$ cat config.mk
export PLATFORM = sky130hd
export DESIGN_NAME = plbl_ram
export DESIGN_NICKNAME = d
export VERILOG_FILES = /design/src/design/plbl_ram.sv
export SDC_FILE = /design/constraint.sdc
export NUM_CORES = 1
export LEC_CHECK = 0
export ABC_AREA = 1
export BUFFER_PORTS_ARGS = -buffer_cell sky130_fd_sc_hd__buf_2
export CAP_MARGIN = 20
export CELL_PAD_IN_SITES_DETAIL_PLACEMENT = 2
export CELL_PAD_IN_SITES_GLOBAL_PLACEMENT = 2
export CORE_MARGIN = 3
export CORE_UTILIZATION = 38
export DETAILED_ROUTE_END_ITERATION = 8
export PLACE_DENSITY_LB_ADDON = 0.1
export SETUP_SLACK_MARGIN = 0.1
export SYNTH_ARGS = -nofsm -noshare
export SYNTH_HDL_FRONTEND = slang
export SYNTH_SLANG_ARGS = --single-unit
$ cat constraint.sdc
create_clock -name clk -period 1.1 [get_ports clk]
set_input_delay 0.055 -clock clk [delete_from_list [all_inputs] [get_ports clk]]
set_output_delay 0.055 -clock clk [all_outputs]
set_load 0.05 [all_outputs]
$ cat src/design/plbl_ram.sv
// Generic RAM with one write port and two registered read ports.
`timescale 1ns / 1ps

module plbl_ram #(
  parameter int WIDTH = 8,
  parameter int DEPTH = 16
) (
  input  logic                     clk,
  input  logic                     we,
  input  logic [$clog2(DEPTH)-1:0] waddr,
  input  logic [WIDTH-1:0]         wdata,
  input  logic [$clog2(DEPTH)-1:0] raddr_a,
  input  logic [$clog2(DEPTH)-1:0] raddr_b,
  output logic [WIDTH-1:0]         rdata_a,
  output logic [WIDTH-1:0]         rdata_b
);

  logic [WIDTH-1:0] mem [DEPTH];

  always_ff @(posedge clk) begin
    if (we) begin
      mem[waddr] <= wdata;
    end
    rdata_a <= mem[raddr_a];
    rdata_b <= mem[raddr_b];
  end

endmodule

==> impl_metrics.tcl <==
set metrics [dict create \
    grt_pass1_wl_um 46360 \
    grt_util_met1_pct 39.18 \
    preCtsSetupSlack_ns -0.1426 \
    slowest_delay_ns 0.37 \
    dr.pass1.iters 5 \
    ys_seq_area_share_pct 57.36 \
    layout_setup_ws_ns 0.01603 \
    relSlewSlack_pct 60.24 \
    final-hold-violation-count 0 \
    max-cap-violations 0 \
    drc 0 \
    synth.cell_area_um2 7259 \
    cpMaxStageDelayCell "edfxtp_1" \
    vias 6538 \
    core_area_um2 18330 \
    fin_nets 936 \
    die_area_um2 20800 \
    gp_congestion 0.8442 \
    fp-row-count 49 \
    finalInstanceArea_um2 9268 \
    htreeDepth 4 \
    holdBufCountCts 0 \
    cp.arrival_ns 1.42 \
    path_common_cell "nand3_1" \
    grt_remaining_overflow 0 \
    end_kind "flip-flop" \
    io_pins 38 \
    status "complete, no violations" \
    use_met3_pct 4.993 \
    p_leak_nw 4.069 \
    dp_hpwl_um 19910 \
    grt_usage_pct 30.81 \
    cts.sinks 144 \
    grt_start_max_net_pins 35 \
    cp-start-kind "flip-flop" \
    placed_cell_area_um2 7961 \
    timing.rr.start "mem[13][1]" \
    worst-path-max-fanout 2 \
    n_fill_cell 1910 \
    synth.distinct_cells 13 \
    hp-class "in -> reg" \
    rsz0062_at_grt "yes" \
    clk_pin_slew_worst_paths_ns 0.07 \
    wl_per_cell_um 26.85 \
    grt_use_met2_pct 52.47 \
    dp_cells 1124 \
    setup_tns_ns 0 \
    worst_pin_slew_ns 0.5958 \
    pwr_density_cell_nw_per_um2 1550 \
    grt_pass1_vias 7298 \
    die_x_um 144.2 \
    final_core_utilization_pct 50.56 \
    worst_hold_slack_ns 0.03650 \
    numCtsBuffers 17 \
    crit_required_ns 1.44 \
    critPathLaunch "mem[13][1]" \
    cts_tree "built" \
    finalPower_mw 14.36 \
    fin_cells 1157 \
    ys_seq_elements 144 \
    critPathKind "reg -> reg" \
    hp-start "raddr_b[2]" \
    clock_latency_ns 0.44 \
    max-vdd-ir-drop_mv 1.055 \
    syn-num-nets 873 \
    viasPerCell 5.651 \
    fmaxAchievable_ghz 0.9225 \
    timing.final.crit_period_ns 1.084 \
    fin_crit_sh_pct 98.54 \
    antenna_found_initial 0 \
    synthCells 851 \
    routed_wl_um 31060 \
    start_util_pct 39.60 \
    syn_to_final_growth_pct 27.66 \
    busiest_layer "met2" \
    die_height_um 144.2 \
    ant_nets 0 \
    drt-initial-drc-count 490 \
    worst_clock_skew_ns 0.009711 \
    cts_root_buf "clkbuf_16" \
    numPortBuffers 37 \
    syn_avg_cell_area_um2 8.531 \
    drv_slew 0 \
    ys_warn_count 0 \
    setup_viol 0 \
    layout-drive-gt1-share_pct 35.06 \
    worstPathCellList "inv_1 > nand2_1 > nand3_1 > nand3_1 > nand3_1 > nand2_1" \
    cts.path.max_buffers 2 \
]
flip-flops by register name (all words and copies together), names as in the netlist:
name     count
mem        128
rdata_b      8
rdata_a      8
cell type report:
| class | instances | area, um2 | share of cell area, % |
|---|---|---|---|
| clock buffers | 21 | 460.4 | 4.968 |
| inverters | 138 | 518.0 | 5.589 |
| diodes | 1 | 2.502 | 0.02700 |
| flip-flops and latches | 144 | 4194 | 45.25 |
| well taps | 229 | 286.5 | 3.092 |
| clock inverters | 11 | 140.1 | 1.512 |
| repair buffers | 92 | 885.9 | 9.559 |
| multi-input cells | 521 | 2780 | 30.00 |
final timing paths:
path,end,slack [ns],cells past startpoint
min reg2reg,rdata_a[1],0.72,6
min,rdata_b[7],0.04,4
max,rdata_a[1],0.02,6
max reg2reg,rdata_a[1],0.02,6
synth_stat cells:
master / n / area, um2
nor2_1: 17 / 63.81
buf_4: 4 / 30.03
clkbuf_1: 3 / 11.26
inv_1: 134 / 503.0
buf_6: 14 / 157.7
buf_2: 26 / 130.1
dfxtp_1: 16 / 320.3
buf_1: 1 / 3.750
nand3_1: 225 / 1126
edfxtp_1: 128 / 3844
nand2_1: 277 / 1040
nand3b_1: 2 / 15.01
inv_2: 4 / 15.01
kinds of logic after synthesis:
| kind of cell | Yosys count | share of synthesized area, % |
|---|---|---|
| buffers and inverters | 186 | 11.72 |
| DFF | 144 | 57.36 |
| and+or+nand+nor | 521 | 30.92 |
routing by layer:
layer / wire [um] / vias up
li1: - / 2868
met1: 12830 / 3341
met2: 15530 / 255
met3: 1642 / 74
met4: 1060 / 0
met5: 0 / -
cells in the final DEF, fill, tap and decap left out, types with 10 or more instances in the layout:
cell type and n:
inv_1 63, clkbuf_16 17, nor2_1 17, nand2_2 27
buf_12 12, buf_4 43, inv_2 75, buf_8 10
buf_2 21, edfxtp_1 128, nand2_1 249, nand3_1 139
nand3_2 82
worst max-delay path, delay by kind of cell (launching register included):
| family | cells | cell delay, ns |
|---|---|---|
| buf+inv | 1 | 0.12 |
| flops | 1 | 0.37 |
| simple gates | 5 | 0.49 |
where the power goes:
group / internal, mW / leakage [nW] / total [mW] / switching (mW)
clock network: 3.67 / 0.285 / 6.04 / 2.37
logic: 0.665 / 2.49 / 2.08 / 1.41
registers: 6.13 / 1.29 / 6.24 / 0.111
timing repair:
action,4_1_cts,5_1_grt
setup buffers,0,0
gates resized for setup,135,116
pin swaps,27,28
endpoints found under the setup margin,32,31
(Power assumes the default switching activity.)
