===== src/design/plbl_pkg.sv =====
// Package with the shared types, constants and helpers of the path minimum lifting unit.
`timescale 1ns / 1ps

package plbl_pkg;

  localparam int MAX_NODES = 1024;
  localparam int LEVELS    = 10;

  // Field widths of the transactions.
  localparam int IDX_W    = 10;
  localparam int WEIGHT_W = 32;

  // Internal widths derived from the table size.
  localparam int NODE_W    = $clog2(MAX_NODES);
  localparam int CNT_W     = $clog2(MAX_NODES + 1);
  localparam int ROW_DEPTH = MAX_NODES * LEVELS;
  localparam int ROW_AW    = $clog2(ROW_DEPTH);
  localparam int ROW_W     = NODE_W + WEIGHT_W;
  localparam int KW        = $clog2(LEVELS + 1);
  localparam int LW        = ((LEVELS > NODE_W) ? LEVELS : NODE_W) + 1;

  localparam logic KIND_QUERY = 1'b1;

  localparam logic [WEIGHT_W-1:0] ALL_ONES = '1;

  typedef struct packed {
    logic                kind;
    logic [IDX_W-1:0]    parent_node;
    logic [WEIGHT_W-1:0] edge_weight;
    logic [IDX_W-1:0]    end_a;
    logic [IDX_W-1:0]    end_b;
  } in_item_t;

  typedef struct packed {
    logic [WEIGHT_W-1:0] min_weight;
    logic [IDX_W-1:0]    meeting_node;
    logic                status;
  } out_item_t;

  typedef enum logic [3:0] {
    ST_IDLE,
    ST_AP_START,
    ST_AP_DEPW,
    ST_AP_RD,
    ST_AP_WB,
    ST_AP_DONE,
    ST_Q_START,
    ST_Q_DEP,
    ST_L_RD,
    ST_L_WB,
    ST_Q_EQ,
    ST_C_RD,
    ST_C_WB,
    ST_F_RD,
    ST_F_WB,
    ST_Q_OUT
  } state_t;

  // Status from the datapath to the sequencer.
  typedef struct packed {
    logic start;
    logic kind;
    logic app_bad;
    logic q_bad;
    logic k_zero;
    logic k_last;
    logic k_full;
    logic ab_eq;
  } stat_t;

  // Step strobes from the sequencer to the datapath.
  typedef struct packed {
    logic busy;
    logic out_valid;
    logic ld_in;
    logic ap_start;
    logic ap_depw;
    logic ap_rd;
    logic ap_wb;
    logic ap_done;
    logic q_start;
    logic q_dep;
    logic l_rd;
    logic l_wb;
    logic q_eq;
    logic c_rd;
    logic c_wb;
    logic f_rd;
    logic f_wb;
  } ctrl_t;

  // Address of one entry of the lifting table: row of the node, column of the level.
  function automatic logic [ROW_AW-1:0] row_addr(input logic [NODE_W-1:0] node,
                                                 input logic [KW-1:0] lvl);
    logic [ROW_AW-1:0] base;
    base = ROW_AW'(node) * ROW_AW'(LEVELS);
    return base + ROW_AW'(lvl);
  endfunction

endpackage


===== src/design/plbl_ctrl.sv =====
// Sequencer that steps the shared table walk through appends and queries.
`timescale 1ns / 1ps

module plbl_ctrl (
  input  logic            clk,
  input  logic            rst_n,
  input  plbl_pkg::stat_t stat,
  output plbl_pkg::ctrl_t ctrl
);

  plbl_pkg::state_t state_r;
  plbl_pkg::state_t state_nxt;

  always_ff @(posedge clk) begin
    if (!rst_n) begin
      state_r <= plbl_pkg::ST_IDLE;
    end else begin
      state_r <= state_nxt;
    end
  end

  always_comb begin
    state_nxt = state_r;
    unique case (state_r)
      plbl_pkg::ST_IDLE: begin
        if (stat.start) begin
          if (stat.kind == plbl_pkg::KIND_QUERY) begin
            state_nxt = plbl_pkg::ST_Q_START;
          end else if (!stat.app_bad) begin
            state_nxt = plbl_pkg::ST_AP_START;
          end
        end
      end
      plbl_pkg::ST_AP_START: state_nxt = plbl_pkg::ST_AP_DEPW;
      plbl_pkg::ST_AP_DEPW: begin
        state_nxt = stat.k_full ? plbl_pkg::ST_AP_DONE : plbl_pkg::ST_AP_RD;
      end
      plbl_pkg::ST_AP_RD:   state_nxt = plbl_pkg::ST_AP_WB;
      plbl_pkg::ST_AP_WB: begin
        state_nxt = stat.k_last ? plbl_pkg::ST_AP_DONE : plbl_pkg::ST_AP_RD;
      end
      plbl_pkg::ST_AP_DONE: state_nxt = plbl_pkg::ST_IDLE;
      plbl_pkg::ST_Q_START: begin
        state_nxt = stat.q_bad ? plbl_pkg::ST_Q_OUT : plbl_pkg::ST_Q_DEP;
      end
      plbl_pkg::ST_Q_DEP:   state_nxt = plbl_pkg::ST_L_RD;
      plbl_pkg::ST_L_RD:    state_nxt = plbl_pkg::ST_L_WB;
      plbl_pkg::ST_L_WB: begin
        state_nxt = stat.k_zero ? plbl_pkg::ST_Q_EQ : plbl_pkg::ST_L_RD;
      end
      plbl_pkg::ST_Q_EQ: begin
        state_nxt = stat.ab_eq ? plbl_pkg::ST_Q_OUT : plbl_pkg::ST_C_RD;
      end
      plbl_pkg::ST_C_RD:    state_nxt = plbl_pkg::ST_C_WB;
      plbl_pkg::ST_C_WB: begin
        state_nxt = stat.k_zero ? plbl_pkg::ST_F_RD : plbl_pkg::ST_C_RD;
      end
      plbl_pkg::ST_F_RD:    state_nxt = plbl_pkg::ST_F_WB;
      plbl_pkg::ST_F_WB:    state_nxt = plbl_pkg::ST_Q_OUT;
      plbl_pkg::ST_Q_OUT:   state_nxt = plbl_pkg::ST_IDLE;
      default:              state_nxt = plbl_pkg::ST_IDLE;
    endcase
  end

  always_comb begin
    ctrl      = '0;
    ctrl.busy = (state_r != plbl_pkg::ST_IDLE);
    unique case (state_r)
      plbl_pkg::ST_IDLE:     ctrl.ld_in     = stat.start;
      plbl_pkg::ST_AP_START: ctrl.ap_start  = 1'b1;
      plbl_pkg::ST_AP_DEPW:  ctrl.ap_depw   = 1'b1;
      plbl_pkg::ST_AP_RD:    ctrl.ap_rd     = 1'b1;
      plbl_pkg::ST_AP_WB:    ctrl.ap_wb     = 1'b1;
      plbl_pkg::ST_AP_DONE:  ctrl.ap_done   = 1'b1;
      plbl_pkg::ST_Q_START:  ctrl.q_start   = 1'b1;
      plbl_pkg::ST_Q_DEP:    ctrl.q_dep     = 1'b1;
      plbl_pkg::ST_L_RD:     ctrl.l_rd      = 1'b1;
      plbl_pkg::ST_L_WB:     ctrl.l_wb      = 1'b1;
      plbl_pkg::ST_Q_EQ:     ctrl.q_eq      = 1'b1;
      plbl_pkg::ST_C_RD:     ctrl.c_rd      = 1'b1;
      plbl_pkg::ST_C_WB:     ctrl.c_wb      = 1'b1;
      plbl_pkg::ST_F_RD:     ctrl.f_rd      = 1'b1;
      plbl_pkg::ST_F_WB:     ctrl.f_wb      = 1'b1;
      plbl_pkg::ST_Q_OUT:    ctrl.out_valid = 1'b1;
      default:               ctrl.busy      = 1'b1;
    endcase
  end

endmodule


===== config.mk =====
export PLATFORM = sky130hd
export DESIGN_NAME = plbl_ctrl
export DESIGN_NICKNAME = d
export VERILOG_FILES = /design/src/design/plbl_pkg.sv /design/src/design/plbl_ctrl.sv
export SDC_FILE = /design/constraint.sdc
export NUM_CORES = 1
export LEC_CHECK = 0
export BUFFER_PORTS_ARGS = -buffer_cell sky130_fd_sc_hd__buf_2
export CELL_PAD_IN_SITES_DETAIL_PLACEMENT = 0
export CELL_PAD_IN_SITES_GLOBAL_PLACEMENT = 1
export CORE_MARGIN = 4
export CORE_UTILIZATION = 26
export DETAILED_ROUTE_END_ITERATION = 6
export PLACE_DENSITY_LB_ADDON = 0.1
export SKIP_CTS_REPAIR_TIMING = 1
export SLEW_MARGIN = 10
export SYNTH_ARGS = -nofsm -noshare
export SYNTH_HDL_FRONTEND = slang
export SYNTH_SLANG_ARGS = --single-unit

===== constraint.sdc =====
create_clock -name clk -period 3.4 [get_ports clk]
set_clock_uncertainty 0.1 [all_clocks]
set_input_delay 0.17 -clock clk [delete_from_list [all_inputs] [get_ports clk]]
set_output_delay 0.17 -clock clk [all_outputs]
set_load 0.05 [all_outputs]

==> impl_metrics.toml, run 1 <==
[layout]
top_regs = "state_r (4)"
antenna_cells = 0
final_nets = 102
syn2layout_area_growth_pct = 35.8
drive_above_1_share_pct = 33.3
regMostFlops = "state_r"
largest_reg_flops = 4
design_area_sq_um = 551

[timing]
grt_setup_unrepaired = "false"
report.final.slew_viol_count = 0
min_period_over_period_pct = 54.1
fin_tns_setup_ns = 0
fin_ws_ns = 1.56
period_minus_slack_ns = 1.84
worstMarginPinSlew_ns = 0.476
max_freq_mhz = 543
setup_violations = 0
hold_ws_ns = 0.124
hold_viol_final = 0
slew_headroom_pct = 68.3

[logic_synthesis]
yosys_warnings = 0
syn_area_per_cell_sq_um = 6.24
synth.area.top_cells = "dfxtp_1 (20%), nor2_1 (13%), nor3_1 (7.4%)"
synthDistinctLibCells = 24
ys_seq_elements = 4
synth_edf_count = 0
yosys.area.top_type_share_pct = 19.8
synth_fp_nets = 75
async_flop_share_pct = 0
post-synth-top-area-cell = "dfxtp_1"
synth_most_common_cell = "nor2_1"
synthCells = 65
ys_seq_area_share_pct = 19.8
synthFlopType = "dfxtp_1"
syn-cell-area_sq_um = 405
yosys-top-cells-count = "nor2_1 (14), nand2_1 (7), nor3_1 (6), a21oi_1 (4), dfxtp_1 (4)"

[power]
irDropWorstVdd_mv = 0.366
p_leak_nw = 0.273
power_mw = 0.410
powerDensity_nw_per_um2 = 745

[grt]
grt_max_degree = 16
overflow = 0
gr-usage-all-layers_pct = 12.8
antenna_found_initial = 0
grt_pass1_wl_um = 2040
grt_pass1_vias = 477

[route]
initialDrtViolationCount = 12
antenna_left = 0
viasPerCell = 5.02
vias = 527
drc = 0
wl_per_cell_um = 12.0
dr.pass1.iters = 4
wirelength_um = 1260

[clocking]
cts-root-buf = "clkbuf_4"
cts_buffers = 3
htreeDepth = 1
cts_buffer_depth = 2
clk_latency_ns = 0.23
cts_tree = "done"
cts.reportedPaths.clkPinSlew_ns = 0.03
clock_sinks = 4

[worst_setup_path]
slowest_delay_ns = 0.58
path_cells = "or2b_1 > nor3_1 > buf_2"
critPathSlowestCell = "dfxtp_1"
crit_required_ns = 3.13
cp_max_fo = 15
cp.arrival_ns = 1.57
critPathKind = "reg -> out"
cp-end-kind = "output port"
cp-start-kind = "flop"

[die]
die_h_um = 47.5
boundaryPins = 27
die_area_sq_um = 2250
num_rows = 13
die_x_um = 47.5
initial_core_util_pct = 29.3
core_area_sq_um = 1380

[outcome]
status = "complete, no violations"

[place]
io_buffers = 26
dp_slack_ns = 1.78
placed_area_sq_um = 528
gp_congestion = 0.734
dp_hpwl_um = 951

[hold_path]
hold_path_class = "in -> reg"

[job]
max_cap_viol_count = 0
## layout by cell type (no fill, tap or decap), types with 2 or more instances in the layout
| cell | synthesis | layout |
|---|---|---|
| a21oi_1 | 4 | 4 |
| buf_2 | 3 | 26 |
| inv_1 | 3 | 3 |
| or2b_1 | 2 | 2 |
| nand2b_1 | 2 | 2 |
| a2111oi_0 | 2 | 2 |
| nor3_1 | 6 | 6 |
| a31oi_1 | 2 | 2 |
| dfxtp_1 | 4 | 4 |
| o21ai_1 | 3 | 3 |
| clkbuf_4 | 0 | 3 |
| nor3b_1 | 2 | 2 |
| nor2_1 | 14 | 14 |
| nand2_1 | 7 | 7 |
## power by group
part	switching [mW]	leakage (nW)	total, mW	internal [mW]
sequential	0.0459	0.0328	0.106	0.0602
clock	0.0188	0.0138	0.0582	0.0394
combinational	0.175	0.226	0.246	0.0708
## area by class of cell
type / instances / area, sq um
Fill cell: 150 / 832
Multi-Input combinational cell: 53 / 284
Timing Repair Buffer: 26 / 130
Sequential cell: 4 / 80.1
Clock buffer: 3 / 22.5
Tap cell: 15 / 18.8
Inverter: 4 / 15.0
## per-stage QoR
| stage | util [%] | cells |
|---|---|---|
| 2_1_floorplan | - | 65 |
| 3_3_place_gp | 38.2 | 102 |
| 3_5_place_dp | 38.2 | 102 |
| 4_1_cts | 39.8 | 105 |
| 5_1_grt | 39.8 | 105 |
| 6_report | 39.8 | 105 |
## logic make-up (layout without fill, tap and decap cells)
kind of cell / after synthesis / count (layout) / share of synthesized area [%]
AO/OA/AOI/OAI: 15 / 15 / 23.5
buffers and inverters: 8 / 33 / 10.2
flip-flops: 4 / 4 / 19.8
multiplexers: 1 / 1 / 2.47
AND/OR/NAND/NOR: 37 / 37 / 44.1
## metal layers
layer | track usage (%) | vias up | part of all wire (%) | wire, um
li1 | - | 280 | - | -
met1 | 17.5 | 231 | 47 | 593
met2 | 19.8 | 16 | 48 | 600
met3 | 1.13 | 0 | 5.1 | 64
met4 | 6.63 | 0 | 0 | 0
met5 | 0 | - | 0 | 0
## path summary, 6_finish.rpt
check	to	startpoint	slack (ns)	cells after the start
max	ctrl[12]	state_r[1]$_SDFFE_PN0P_	1.56	3
min	state_r[3]$_SDFFE_PN0P_	rst_n	0.12	3
min reg2reg	state_r[3]$_SDFFE_PN0P_	state_r[1]$_SDFFE_PN0P_	0.61	2
max reg2reg	state_r[2]$_SDFFE_PN0P_	state_r[3]$_SDFFE_PN0P_	1.84	4
## critical path, delay by kind of cell (launching register included)
kind          cells  cell delay, ns
buf+inv           1            0.29
simple gates      2            0.47
flops             1            0.58
(Power assumes the default switching activity.)
==> run 2, diff against run 1 <==
--- a/config.mk
+++ b/config.mk
@@ -8,8 +8,9 @@
 export BUFFER_PORTS_ARGS = -buffer_cell sky130_fd_sc_hd__buf_2
 export CELL_PAD_IN_SITES_DETAIL_PLACEMENT = 0
 export CELL_PAD_IN_SITES_GLOBAL_PLACEMENT = 1
+export CORE_ASPECT_RATIO = 0.75
 export CORE_MARGIN = 4
-export CORE_UTILIZATION = 26
+export CORE_UTILIZATION = 22
 export DETAILED_ROUTE_END_ITERATION = 6
 export PLACE_DENSITY_LB_ADDON = 0.1
 export SKIP_CTS_REPAIR_TIMING = 1
==> constraint.sdc (replaced) <==
create_clock -name clk -period 1.6 [get_ports clk]
set_clock_uncertainty 0.1 [all_clocks]
set_input_delay 0.08 -clock clk [delete_from_list [all_inputs] [get_ports clk]]
set_output_delay 0.08 -clock clk [all_outputs]
set_load 0.05 [all_outputs]
==> run 2 against run 1 <==
Net effect: critical path depth increased by 1; die area increased by 15%; core utilization is 4.8 points lower; hold slack worse by 0.095 ns; final cell count is 10% higher; via count rose by 4.2%; largest cell class unchanged.
==> impl_metrics.toml, run 2 (same netlist as run 1, synthesis figures left out) <==
[timing]
min_period_over_period_pct = 93.3
period_minus_slack_ns = 1.49
report.final.slew_viol_count = 0
fin_tns_setup_ns = 0
max_freq_mhz = 670
slew_headroom_pct = 73.7
setup_violations = 0
worstMarginPinSlew_ns = 0.385
hold_viol_final = 0

[route]
dr.pass1.iters = 4
drc = 0
vias = 549
antenna_left = 0
wirelength_um = 1370
wl_per_cell_um = 11.8
initialDrtViolationCount = 9
viasPerCell = 4.73

[clocking]
cts-root-buf = "clkbuf_4"
clock_sinks = 4
htreeDepth = 1
cts_buffer_depth = 2
clk_latency_ns = 0.23
cts.reportedPaths.clkPinSlew_ns = 0.04
cts_tree = "done"
cts_buffers = 3

[power]
power_mw = 0.933
powerDensity_nw_per_um2 = 1530
p_switching_mw = 0.525
pwr-share-clk_pct = 13.1
pwr-share-seq_pct = 20.5
p_leak_nw = 0.295
combPwrFrac_pct = 66.3
power.internal_mw = 0.408
irDropWorstVdd_mv = 0.940
p_sw_share_pct = 56.2

[layout]
n_fill_cell = 207
design_area_sq_um = 609
syn2layout_area_growth_pct = 50.3
drive_above_1_share_pct = 41.5
final_nets = 106
largest_reg_flops = 4
layout_commonest_cell = "buf_2"
top_regs = "state_r (4)"
multi_input_comb_area_sq_um = 287
antenna_cells = 0
regMostFlops = "state_r"
final_cell_mix = "buf_2 (21), nor2_1 (14)"
seq_area_sq_um = 85.1

[grt]
overflow = 0
grt_pass1_vias = 509
antenna_found_initial = 0
grt_pass1_wl_um = 2210
grt_max_degree = 13
gr-usage-all-layers_pct = 10.8

[worst_setup_path]
cp-start-kind = "flop"
critPathSlowestCell = "dfxtp_2"
cp.arrival_ns = 1.31
slowest_delay_ns = 0.37
path_cells = "buf_4 > nand2_1 > nor3_1 > buf_4"
critPathKind = "reg -> out"
cp_max_fo = 9
cp-end-kind = "output port"
crit_path_frequent_cell = "buf_4"
crit_required_ns = 1.42

[die]
die_h_um = 45.2
core_area_sq_um = 1740
num_rows = 13
boundaryPins = 27
initial_core_util_pct = 23.3
die_x_um = 57.6
die_area_sq_um = 2600

[place]
placed_area_sq_um = 567
io_buffers = 26
dp_hpwl_um = 1100
gp_congestion = 0.743

[outcome]
status = "complete, no violations"

[job]
max_cap_viol_count = 0

[hold_path]
hold_path_class = "in -> reg"
==> run 2: changes by cell type in the layout (fill, tap and decap cells not counted), sizes merged <==
| cell | change |
|---|---|
| buf | +1 |
| clkbuf | +3 |
==> run 2: worst max-delay path, delay by kind of cell, from the launching register on <==
kind | cells | cell delay [ns]
buf+inv | 2 | 0.41
flops | 1 | 0.37
simple gates | 2 | 0.31
==> run 2: area by class of cell <==
cell class                 count  share of cell area, %
timing repair buffer          30                   28.3
multi-input combinational     53                   47.0
sequential                     4                   14.0
tap                           22                   4.52
inverter                       4                   2.46
clock buffer                   3                   3.70
==> run 2: stage by stage <==
stage          instances  setup slack [ns]  hold slack, ns  util, %
6_report             116             0.107          0.0290     35.0
5_1_grt              116          -0.00215          0.0232     35.0
4_1_cts              116            -0.145          0.0270     33.9
3_5_place_dp         113            0.0728           0.272     32.6
3_3_place_gp         113             0.126           0.262     32.6
2_1_floorplan         65            -0.293           0.122        -
==> run 2: power groups by stage <==
stage	clock, mW	combinational (mW)	sequential, mW
6_report	0.123	0.619	0.192
2_1_floorplan	0	0.491	0.151
3_5_place_dp	0	0.612	0.185
3_3_place_gp	0	0.617	0.186
5_1_grt	0.143	0.672	0.199
4_1_cts	0.129	0.615	0.184
==> run 2: metal layers <==
layer	vias to the layer above	wire length (um)	global-route usage [%]
met4	0	0	1.85
met1	243	719	15.8
met2	18	564	15.3
met5	-	0	0
li1	288	-	-
met3	0	87	3.71
==> run 2: path summary, 6_finish.rpt <==
| check | start | end | slack [ns] | cells after the start |
|---|---|---|---|---|
| worst max-delay path | state_r[1]$_SDFFE_PN0P_ | ctrl[11] | 0.11 | 4 |
| worst min-delay path | rst_n | state_r[3]$_SDFFE_PN0P_ | 0.03 | 3 |
| worst max register to register | state_r[3]$_SDFFE_PN0P_ | state_r[2]$_SDFFE_PN0P_ | 0.20 | 4 |
| worst min register to register | state_r[3]$_SDFFE_PN0P_ | state_r[3]$_SDFFE_PN0P_ | 0.49 | 2 |
==> run 3, diff against run 2 <==
--- a/config.mk
+++ b/config.mk
@@ -5,6 +5,7 @@
 export SDC_FILE = /design/constraint.sdc
 export NUM_CORES = 1
 export LEC_CHECK = 0
+export ABC_AREA = 1
 export BUFFER_PORTS_ARGS = -buffer_cell sky130_fd_sc_hd__buf_2
 export CELL_PAD_IN_SITES_DETAIL_PLACEMENT = 0
 export CELL_PAD_IN_SITES_GLOBAL_PLACEMENT = 1
@@ -13,6 +14,7 @@
 export CORE_UTILIZATION = 22
 export DETAILED_ROUTE_END_ITERATION = 6
 export PLACE_DENSITY_LB_ADDON = 0.1
+export RECOVER_POWER = 25
 export SKIP_CTS_REPAIR_TIMING = 1
 export SLEW_MARGIN = 10
 export SYNTH_ARGS = -nofsm -noshare
==> run 3 against run 2 <==
Net effect: maximum frequency down 2.4%; die area up 8.0%; routed wire length fell by 4.8%; final cell count increased by 19%; synthesized cell count is 34% higher; via count is 3.8% higher; first-iteration DRC count increased by 78%; critical path type unchanged; critical endpoint is now ctrl[8].
==> impl_metrics.toml, run 3 <==
[outcome]
status = "complete, no violations"

[logic_synthesis]
synth_fp_nets = 97
ys_seq_elements = 4
synth.area.top_cells = "dfxtp_1 (18%), nand3_1 (15%), inv_1 (14%)"
synthDistinctLibCells = 14
synthFlopType = "dfxtp_1"
synthCells = 87
yosys.area.top_type_share_pct = 18.0
async_flop_share_pct = 0
yosys-top-cells-count = "inv_1 (17), nor2_1 (17), nand2_1 (15), nand3_1 (13), inv_2 (8)"
yosys_warnings = 0
syn_area_per_cell_sq_um = 5.11
synth_edf_count = 0
post-synth-top-area-cell = "dfxtp_1"
ys_seq_area_share_pct = 18.0
syn-cell-area_sq_um = 444

[clocking]
cts.reportedPaths.clkPinSlew_ns = 0.04
cts-root-buf = "clkbuf_4"
clock_sinks = 4
cts_buffers = 3
cts_tree = "done"
htreeDepth = 1
cts_buffer_depth = 2
clk_latency_ns = 0.23

[route]
antenna_left = 0
initialDrtViolationCount = 16
dr.pass1.iters = 2
drc = 0
wirelength_um = 1310
vias = 570
wl_per_cell_um = 9.46
viasPerCell = 4.13

[die]
core_area_sq_um = 1820
die_h_um = 46.9
boundaryPins = 27
die_x_um = 59.9
die_area_sq_um = 2810
num_rows = 13
initial_core_util_pct = 24.4

[worst_setup_path]
cp-end-kind = "output port"
cp_max_fo = 6
cp-start-kind = "flop"
critPathKind = "reg -> out"
cp.arrival_ns = 1.35
crit_required_ns = 1.42

[power]
power_mw = 0.950
powerDensity_nw_per_um2 = 1450
p_leak_nw = 0.459
irDropWorstVdd_mv = 0.864

[place]
gp_congestion = 0.833
dp_hpwl_um = 1160
dp_slack_ns = 0.263
io_buffers = 26

[layout]
final_nets = 128
regMostFlops = "state_r"
final_core_util_pct = 36.1
layout_commonest_cell = "buf_2"
multi_input_comb_area_sq_um = 285
top_regs = "state_r (4)"
final_cell_mix = "buf_2 (20), inv_1 (17), nand2_1 (15), nor2_1 (15), nand3_1 (13)"
seq_area_sq_um = 82.6
antenna_cells = 0
largest_reg_flops = 4
drive_above_1_share_pct = 42.2
syn2layout_area_growth_pct = 47.9
n_fill_cell = 225

[timing]
slew_headroom_pct = 83.4
hold_viol_final = 0
worstMarginPinSlew_ns = 0.251
grt_setup_unrepaired = "true"
period_minus_slack_ns = 1.53
setup_violations = 0
max_freq_mhz = 653
fin_ws_ns = 0.0694
fin_tns_setup_ns = 0
min_period_over_period_pct = 95.7
report.final.slew_viol_count = 0

[hold_path]
hold_path_class = "in -> reg"

[grt]
grt_max_degree = 8
overflow = 0
grt_pass1_wl_um = 2200
antenna_found_initial = 0
grt_pass1_vias = 513
gr-usage-all-layers_pct = 10.5

[job]
max_cap_viol_count = 0
-- run 3: cell types whose count changed in the layout (fill, tap and decap cells not counted), sizes merged, moves of 6 or more --
cell,change
inv,+21
nand3,+12
nand2,+10
nor2,+9
buf,-7
nor3,-6
-- run 3: cell type report --
type	count	area share (%)
Sequential cell	4	12.6
Inverter	25	14.3
Multi-Input combinational cell	58	43.4
Timing Repair Buffer	26	22.1
Tap cell	22	4.19
Clock buffer	3	3.43
-- run 3: final timing paths --
path	slack, ns	cells after the start	to	start
max	0.07	5	ctrl[8]	state_r[1]$_SDFFE_PN0P_
min	0.04	3	state_r[3]$_SDFFE_PN0P_	rst_n
max reg2reg	0.32	8	state_r[2]$_SDFFE_PN0P_	state_r[1]$_SDFFE_PN0P_
min reg2reg	0.49	2	state_r[0]$_SDFFE_PN0P_	state_r[0]$_SDFFE_PN0P_
-- run 3: report_power, final --
part / switching (mW) / total, mW / internal, mW
clock network: 0.0340 / 0.117 / 0.0834
registers: 0.0487 / 0.179 / 0.130
logic: 0.486 / 0.654 / 0.168
total: 0.569 / 0.950 / 0.381
-- run 3: metrics by stage --
step                hold slack [ns]  std cells  cell area (sq um)
floorplan                     0.112         87                449
global placement              0.283        135                607
detailed placement            0.280        135                607
CTS                          0.0451        138                629
global route                 0.0456        138                657
finish                       0.0428        138                657
-- run 3: metal layers --
layer | GRT usage [%] | vias to the layer above | part of all wire [%]
met5 | 0 | - | 0
met4 | 2.65 | 0 | 0
met3 | 3.02 | 0 | 9.2
met2 | 16.6 | 20 | 42
met1 | 14.1 | 233 | 48
li1 | - | 317 | -
-- run 3: critical path, cell delays in order, from the launching register on --
cell and delay, ns:
dfxtp_1 0.43, inv_2 0.09, nor2_4 0.16, nand2_1 0.12, inv_2 0.07, buf_2 0.25
-- run 3: kinds of logic after synthesis --
| family | synth area share (%) |
|---|---|
| flops | 18.0 |
| simple gates | 57.2 |
| buf+inv | 21.1 |
| compound gates | 3.66 |
